==> config.mk <==
export PLATFORM = sky130hd
export DESIGN_NAME = lst_front
export DESIGN_NICKNAME = d
export VERILOG_FILES = /design/src/sv/lane_line_slope_tracker_macros.svh /design/src/sv/lst_pkg.sv /design/src/sv/lst_front.sv
export SDC_FILE = /design/constraint.sdc
export NUM_CORES = 1
export LEC_CHECK = 0
export BUFFER_PORTS_ARGS = -buffer_cell sky130_fd_sc_hd__buf_4
export CORE_UTILIZATION = 55
export CTS_BUF_LIST = sky130_fd_sc_hd__clkbuf_4
export DETAILED_ROUTE_END_ITERATION = 16
export PLACE_DENSITY_LB_ADDON = 0.3
export RECOVER_POWER = 50
export SLEW_MARGIN = 20
export SYNTH_ARGS = -nofsm -noshare
export SYNTH_HDL_FRONTEND = slang
export SYNTH_SLANG_ARGS = --single-unit
==> constraint.sdc <==
create_clock -name i_clk -period 3.7 [get_ports i_clk]
set_clock_uncertainty 0.15 [all_clocks]
set_input_delay 0.74 -clock i_clk [delete_from_list [all_inputs] [get_ports i_clk]]
set_output_delay 0.74 -clock i_clk [all_outputs]
set_load 0.005 [all_outputs]
==> src/sv/lane_line_slope_tracker_macros.svh <==
// ----------------------------------------------------------------------------
// Lane line slope tracker assertion macros
// Shorthand for the concurrent checks used in the tracker RTL.
// ----------------------------------------------------------------------------
`ifndef LANE_LINE_SLOPE_TRACKER_MACROS_SVH
`define LANE_LINE_SLOPE_TRACKER_MACROS_SVH

// Same-cycle implication, disabled while reset is asserted.
`define LST_ASSERT_IMP(lbl, clk, rstn, ante, cons, msg) \
    lbl: assert property (@(posedge clk) disable iff (!(rstn)) (ante) |-> (cons)) \
        else $error(msg);

// Next-cycle implication, disabled while reset is asserted.
`define LST_ASSERT_NXT(lbl, clk, rstn, ante, cons, msg) \
    lbl: assert property (@(posedge clk) disable iff (!(rstn)) (ante) |=> (cons)) \
        else $error(msg);

`endif

==> src/sv/lst_pkg.sv <==
// ----------------------------------------------------------------------------
// Lane line slope tracker package
// Shared constants, register indexes and the queue control type.
// ----------------------------------------------------------------------------
package lst_pkg;

    localparam int HISTORY_DEPTH_DEF = 30;
    localparam int COORD_BITS_DEF    = 12;

    localparam int SLOPE_BITS = 29;
    localparam int ICEPT_BITS = 34;
    localparam int FRAME_BITS = 12;
    localparam int THR_BITS   = 16;
    localparam int XOUT_BITS  = 16;

    localparam int OUT_FIELD_BITS = 4 * XOUT_BITS + 2 * FRAME_BITS;
    localparam int OUT_DATA_BITS  = ((OUT_FIELD_BITS + 7) / 8) * 8;
    localparam int OUT_USER_BITS  = 2;

    localparam int CFG_IDX_BITS  = 1;
    localparam int CFG_DATA_BITS = 16;

    localparam logic [CFG_IDX_BITS-1:0] REG_FRAME_ROWS = 1'd0;
    localparam logic [CFG_IDX_BITS-1:0] REG_SLOPE_THR  = 1'd1;

    localparam logic [FRAME_BITS-1:0] FRAME_ROWS_RST = 12'd480;
    localparam logic [THR_BITS-1:0]   SLOPE_THR_RST  = 16'd13107;

    // y_top = floor(rows * 13 / 20) = floor(floor(rows * 13 / 4) / 5)
    localparam int Y_TOP_MUL = 13;
    localparam int RECIP5    = 52429;
    localparam int RECIP_SH  = 18;

    localparam int Q_DEPTH = 4;
    localparam int Q_AW    = 2;

    typedef struct packed {
        logic seg_ok;
        logic last;
    } t_qctl;

endpackage

==> src/sv/lst_front.sv <==
// ----------------------------------------------------------------------------
// Lane line slope tracker front end
// Accepts segments, forms the deltas, flags usable ones and queues them.
// ----------------------------------------------------------------------------
module lst_front #(
    parameter int COORD_BITS = 12,
    parameter int IN_DATA_W  = 48
) (
    input  logic                         i_clk,
    input  logic                         i_rst_n,
    input  logic                         i_s_tvalid,
    output logic                         o_s_tready,
    input  logic [IN_DATA_W-1:0]         i_s_tdata,
    input  logic                         i_s_tuser,
    input  logic                         i_s_tlast,
    output logic                         o_q_valid,
    output lst_pkg::t_qctl               o_q_ctl,
    output logic signed [COORD_BITS:0]   o_q_dx,
    output logic signed [COORD_BITS:0]   o_q_dy,
    output logic [COORD_BITS-1:0]        o_q_x1,
    output logic [COORD_BITS-1:0]        o_q_y1,
    input  logic                         i_q_pop
);
    import lst_pkg::*;

    logic [COORD_BITS-1:0] x0, y0, x1, y1;
    logic                  accept;
    t_qctl                 ctl;

    t_qctl                      r_ctl [Q_DEPTH];
    logic signed [COORD_BITS:0] r_dx  [Q_DEPTH];
    logic signed [COORD_BITS:0] r_dy  [Q_DEPTH];
    logic [COORD_BITS-1:0]      r_x1  [Q_DEPTH];
    logic [COORD_BITS-1:0]      r_y1  [Q_DEPTH];
    logic [Q_AW-1:0]            r_wr, r_rd;
    logic [Q_AW:0]              r_cnt;

    always_comb begin
        x0 = i_s_tdata[0 +: COORD_BITS];
        y0 = i_s_tdata[COORD_BITS +: COORD_BITS];
        x1 = i_s_tdata[2*COORD_BITS +: COORD_BITS];
        y1 = i_s_tdata[3*COORD_BITS +: COORD_BITS];
        // Vertical and zero-length segments never reach the slope divider.
        ctl.seg_ok = i_s_tuser && (x0 != x1);
        ctl.last   = i_s_tlast;
    end

    assign o_s_tready = r_cnt != (Q_AW+1)'(Q_DEPTH);
    assign accept     = i_s_tvalid && o_s_tready;

    always_ff @(posedge i_clk) begin
        if (!i_rst_n) begin
            r_wr  <= '0;
            r_rd  <= '0;
            r_cnt <= '0;
        end else begin
            if (accept) begin
                r_ctl[r_wr] <= ctl;
                r_dx[r_wr]  <= $signed({1'b0, x0}) - $signed({1'b0, x1});
                r_dy[r_wr]  <= $signed({1'b0, y0}) - $signed({1'b0, y1});
                r_x1[r_wr]  <= x1;
                r_y1[r_wr]  <= y1;
                r_wr        <= r_wr + 1'b1;
            end
            if (i_q_pop) begin
                r_rd <= r_rd + 1'b1;
            end
            r_cnt <= r_cnt + (Q_AW+1)'(accept) - (Q_AW+1)'(i_q_pop);
        end
    end

    assign o_q_valid = r_cnt != '0;
    assign o_q_ctl   = r_ctl[r_rd];
    assign o_q_dx    = r_dx[r_rd];
    assign o_q_dy    = r_dy[r_rd];
    assign o_q_x1    = r_x1[r_rd];
    assign o_q_y1    = r_y1[r_rd];
endmodule

## Yosys cells after proc, flatten, opt, wreduce, memory -nomap -nowiden

Memories as Yosys holds them, arrays and structs flattened. A register that Yosys moved wholly into a read port is not among the register bits.
Cells that the tools add are included.

- $add $sub $neg: 6
- Eq/ne operators: 2
- Muxes and demuxes: 13
- Reduce and logical (&&, ||, !) cells: 3

Operators by type and width:

| kind | count |
|---|---|
| 12-bit by 12-bit subtractor with 13-bit output | 2 |
| 2-bit two-way mux | 10 |
| 12-bit != test | 1 |
| 2-bit by 1-bit adder with 2-bit output, second input constant | 2 |
| 3-bit by 1-bit adder with 3-bit output | 1 |
| 1-bit two-way mux | 3 |
| 3-bit != test, second input constant | 1 |
| 3-bit nonzero test | 1 |
| 3-bit by 1-bit subtractor with 3-bit output | 1 |
| 1-bit logical AND | 2 |

- Register bits after elaboration: 7
- RAM bits: 208
- Bits of input ports: 54
- Logic and storage cells: 32
- Memories kept: 5

Memories:

| memory | depth | width | rd ports | clocked after Yosys merged registers in | wr ports | RTL line | text |
|---|---|---|---|---|---|---|---|
| r_dx | 4 | 13 | 1 | 1 | 1 | lst_front.sv:31 | `logic signed [COORD_BITS:0] r_dx [Q_DEPTH];` |
| r_dy | 4 | 13 | 1 | 1 | 1 | lst_front.sv:32 | `logic signed [COORD_BITS:0] r_dy [Q_DEPTH];` |
| r_x1 | 4 | 12 | 1 | 1 | 1 | lst_front.sv:33 | `logic [COORD_BITS-1:0] r_x1 [Q_DEPTH];` |
| r_y1 | 4 | 12 | 1 | 1 | 1 | lst_front.sv:34 | `logic [COORD_BITS-1:0] r_y1 [Q_DEPTH];` |
| r_ctl | 4 | 2 | 1 | 1 | 1 | lst_front.sv:30 | `t_qctl r_ctl [Q_DEPTH];` |

## Depth between registers and ports, before layout

- Depth in word-level cells: 5
- Gate-level depth with buffers: 8

## Least setup slack after synthesis

No wires, ideal clock.

- Path type: in2reg
- Start point: input i_s_tvalid
- End point: memory r_ctl[0][0] (netlist bit), enable pin
- Arrival time: 2.381 ns
- Data required time: 3.135 ns
- Slack: 0.753 ns
- Stages: 3
- Buffers on the path: 1
- Cell sequence: and2_1 clkbuf_1 and3_1

- Cells in the longest elaborated chain, start to end: 4

RTL lines:

| element | RTL line | text |
|---|---|---|
| start, declared | lst_front.sv:11 | `input logic i_s_tvalid,` |
| 1-bit logical AND | lst_front.sv:49 | `assign accept = i_s_tvalid && o_s_tready;` |
| 1-bit two-way mux | lst_front.sv:57 | `if (accept) begin` |
| 1-bit two-way mux | lst_front.sv:52 | `if (!i_rst_n) begin` |
| 1-bit two-way mux (implied by the code) | lst_front.sv:58 | `r_ctl[r_wr] <= ctl;` |
| end, declared | lst_front.sv:30 |  |

No other way between the ends.

==> flow_results.org <==
** Outcome
- The flow ran to the end, but the final reports show violations.
- The checks that failed: max-capacitance violations, max-slew violations.

** Logic synthesis
- Area fraction of the dominant cell type after synthesis :: 0.678
- Top_reg_cell synth :: sky130_fd_sc_hd__edfxtp_1
- Async SR Flop Fraction :: 0
- Average instance area after synthesis :: 18.3 um2
- Yosys instantiated no cell more often than sky130_fd_sc_hd__edfxtp_1.
- Number of flops mapped to enable cells by yosys :: 208
- By count the netlist is led by 208 x sky130_fd_sc_hd__edfxtp_1, 52 x sky130_fd_sc_hd__mux4_2, 44 x sky130_fd_sc_hd__inv_1, 30 x sky130_fd_sc_hd__ha_1, 16 x sky130_fd_sc_hd__xnor2_1.
- Distinct cell type count of the synthesized netlist :: 45
- Yosys printed 0 warnings.
- Most area-consuming cells after synthesis :: sky130_fd_sc_hd__edfxtp_1 68%, sky130_fd_sc_hd__mux4_2 13%, sky130_fd_sc_hd__ha_1 4.1%
- Area of the mapped netlist :: 9220 um2
- After technology mapping, the gate count stands at around 500.
- Sequential share of the synthesized area :: 0.697
- sky130_fd_sc_hd__edfxtp_1 takes more of the synthesized area than any other cell.
- Number of nets in the synthesized netlist :: 590
- Synthesis inferred 217 register bits.

** Clocking
- For this design, the CTS-stage hold fixing added 0 buffers.
- Number of cells upsized or downsized after cts :: 0
- Number of buffers added by the clock tree synthesis step :: 56
- H-Tree Level Count :: 2
- # Post-CTS Setup Buffers :: 0
- Clock slew at the register clock pins of the worst setup and hold paths :: 0.06 ns
- Clock tree from TritonCTS :: done
- Clock latency on the worst-skew pair, taken at its later pin, is 0.62 ns.
- Maximum clock path buffer count :: 3
- Cell at the root of the clock tree :: sky130_fd_sc_hd__clkbuf_4
- CTS saw 217 sinks.

** Power and ir drop
- The analysis attributes to cell leakage a power of 0.00396 uW.
- Max rail drop VDD :: ~310 uV
- Total power per unit cell area :: 535 nW/um2

** Final layout
- Total number of nets in the final design :: 750
- Fillers :: 1103
- Fraction of final layout cells with drive strength greater than 1 :: 0.339
- Number of diodes added for antenna fixing :: 0
- Layout overhead on the synthesized area :: 18.0%
- Once layout is complete, the utilization of the core stands at 0.675.

** STA
- The final hold violation count came to 0.
- Hold timing on the final database bottoms out at a slack of 0.241 ns.
- Number of endpoints failing setup at the final stage :: 0
- Worst relative slew slack :: -0.200
- In the finished design, the share of the clock period the worst path needs comes to 0.863.
- Fin. max-slew vios :: 54
- At the pin with the least slew margin, the transition time is 1.80 ns.
- The clock period could shrink to 3.19 ns.
- Setup repair after global routing missed its margin :: no
- Adding up every negative setup slack in the final design gives 0 ns.
- Static timing analysis puts the maximum clock frequency at ~0.31 GHz.

** Critical path
- The worst register-to-register path has a setup slack of 0.65 ns.
- The worst setup path is launched from a flop.
- CP arrival :: 2.30 ns
- Longest individual stage delay on the worst path :: 0.66 ns
- In this design, the critical path's most frequently occurring cell is sky130_fd_sc_hd__buf_4.
- Worst Setup End Kind :: output port
- In this run the worst path has a maximum fanout of 24.
- STA puts the critical path data required time at between 2 and 3 ns.
- The signal on the critical path passes through buf_4 > mux4_2 > buf_4.
- For this design, the slowest cell found on the critical path is sky130_fd_sc_hd__dfxtp_4.
- Worst Setup Path Type :: flop to output port

** Route
- Top Layer Used :: met4
- Wirelength, routed :: about 18000 um
- Met2 WL :: 9030 um
- Wire length on met3 :: 1140 um
- Detailed Routing Iterations Pass 1 :: 5
- Routed len/inst :: 19.5 um
- The first routing iteration left about 300 violations.
- Met1 Wirelength :: 7220 um
- In this run the remaining antenna-violating nets after routing total 0.
- The detailed router placed 5139 vias in this run.
- In the routed design, unresolved DRC markers number 0.
- Routed via count divided by cell count :: 5.63

** Floorplanning
- For this configuration, the core starts out at a cell density of 0.572.
- The die covers 17300 um2.
- The total area inside the core boundary comes to approximately 16000 um2.
- Measured along the x axis, the die boundary spans 131 um.
- Number of rows in the core area :: 46
- Chip height :: 131 um
- # IOs :: 108

** Run
- Max-cap violations in this run came to 2.

** Global route
- Entering global routing, the biggest net connects 53 pins.
- GRT Util Overall :: 0.212
- Total congestion overflow after global routing :: 0
- Via count of the first global-routing pass :: 5595
- Antenna violations before repair :: 0
- First-pass GRT wire length :: around 28000 um

** Placement
- Placer's final routability congestion estimate :: around 0.82
- Total of buffers placed on input and output ports :: approximately 110
- Post-DP HPWL :: 11700 um

** Worst hold path
- The min-delay analysis places its worst path in the category input pin to flop.
layout by cell type (no fill, tap or decap), types with 2 or more instances in the layout:
master and count:
sky130_fd_sc_hd__clkbuf_4 83, sky130_fd_sc_hd__a311oi_1 2, sky130_fd_sc_hd__o21ai_1 2, sky130_fd_sc_hd__inv_1 44, sky130_fd_sc_hd__clkbuf_1 27, sky130_fd_sc_hd__edfxtp_1 208, sky130_fd_sc_hd__ha_1 30, sky130_fd_sc_hd__buf_12 2
sky130_fd_sc_hd__o211ai_1 5, sky130_fd_sc_hd__dfxtp_1 7, sky130_fd_sc_hd__a211oi_1 2, sky130_fd_sc_hd__and3_1 4, sky130_fd_sc_hd__clkinv_1 6, sky130_fd_sc_hd__nor3_1 5, sky130_fd_sc_hd__xor2_1 6, sky130_fd_sc_hd__and3_2 2
sky130_fd_sc_hd__a21oi_1 14, sky130_fd_sc_hd__mux2i_1 2, sky130_fd_sc_hd__nor2b_1 6, sky130_fd_sc_hd__nand2b_1 4, sky130_fd_sc_hd__nand3_1 4, sky130_fd_sc_hd__nand4_1 2, sky130_fd_sc_hd__nand2_1 9, sky130_fd_sc_hd__inv_2 2
sky130_fd_sc_hd__xnor2_1 16, sky130_fd_sc_hd__o21a_1 6, sky130_fd_sc_hd__o21ai_0 11, sky130_fd_sc_hd__nor2_1 8, sky130_fd_sc_hd__fa_1 3, sky130_fd_sc_hd__and2_1 3, sky130_fd_sc_hd__mux4_2 52, sky130_fd_sc_hd__buf_4 89
sky130_fd_sc_hd__and2_0 5, sky130_fd_sc_hd__a21o_1 6
sequential cells by signal, indices dropped and copies added (netlist names), named ones only:
signal  count
r_dy       52
r_rd        2
r_dx       52
r_wr        2
r_x1       48
r_y1       48
r_ctl       8
r_cnt       3
kinds of logic after synthesis:
group	synth area share
xor+xnor	0.0209
simple gates	0.0361
buf+inv	0.0254
compound gates	0.0437
flops	0.697
mux	0.129
fa+ha+maj	0.0473
routing by layer:
layer / GRT usage / vias up
met4: 0.0885 / 0
li1: - / 2330
met1: 0.256 / 2572
met3: 0.0629 / 34
met5: 0 / -
met2: 0.357 / 203
final cells by class:
type                            count  area, um2  area share
Sequential cell                   217       6430       0.591
Multi-Input combinational cell    226       2540       0.234
Timing Repair Buffer              118        810      0.0744
Clock buffer                       83        623      0.0573
Tap cell                          216        270      0.0248
Inverter                           44        165      0.0152
Clock inverter                      9       35.0     0.00322
final timing paths:
path                        start  cells after the start              endpoint
min                 i_s_tdata[41]                      1  r_y1[1][5]$_DFFE_PP_
max                          flop                      3             o_q_y1[9]
min reg2reg  r_wr[1]$_SDFFE_PN0N_                      2  r_wr[1]$_SDFFE_PN0N_
max reg2reg   r_cnt[1]$_SDFF_PN0_                      5  r_dy[2][0]$_DFFE_PP_
critical path: cells and delay by family (launching register included):
family | cells | cell delay, ns
DFF | 1 | 0.66
muxes | 1 | 0.55
buffers and inverters | 2 | 0.46
where the power goes:
| part | switching, uW | internal, uW |
|---|---|---|
| Combinational | 473 | 469 |
| Sequential | 72.3 | 2930 |
| Clock | 867 | 1010 |
per-stage QoR:
stage                     cells  total power (uW)  area, um2  setup WS, ns
after detailed placement    821              4020      10300         0.753
after floorplan             503              3600       9220         0.753
final                       913              5820      10900         0.506
after global placement      821              3980      10300         0.900
after CTS                   913              5910      11000         0.392
after global routing        913              6100      10900         0.272
Power figures use the tool's default switching activity.
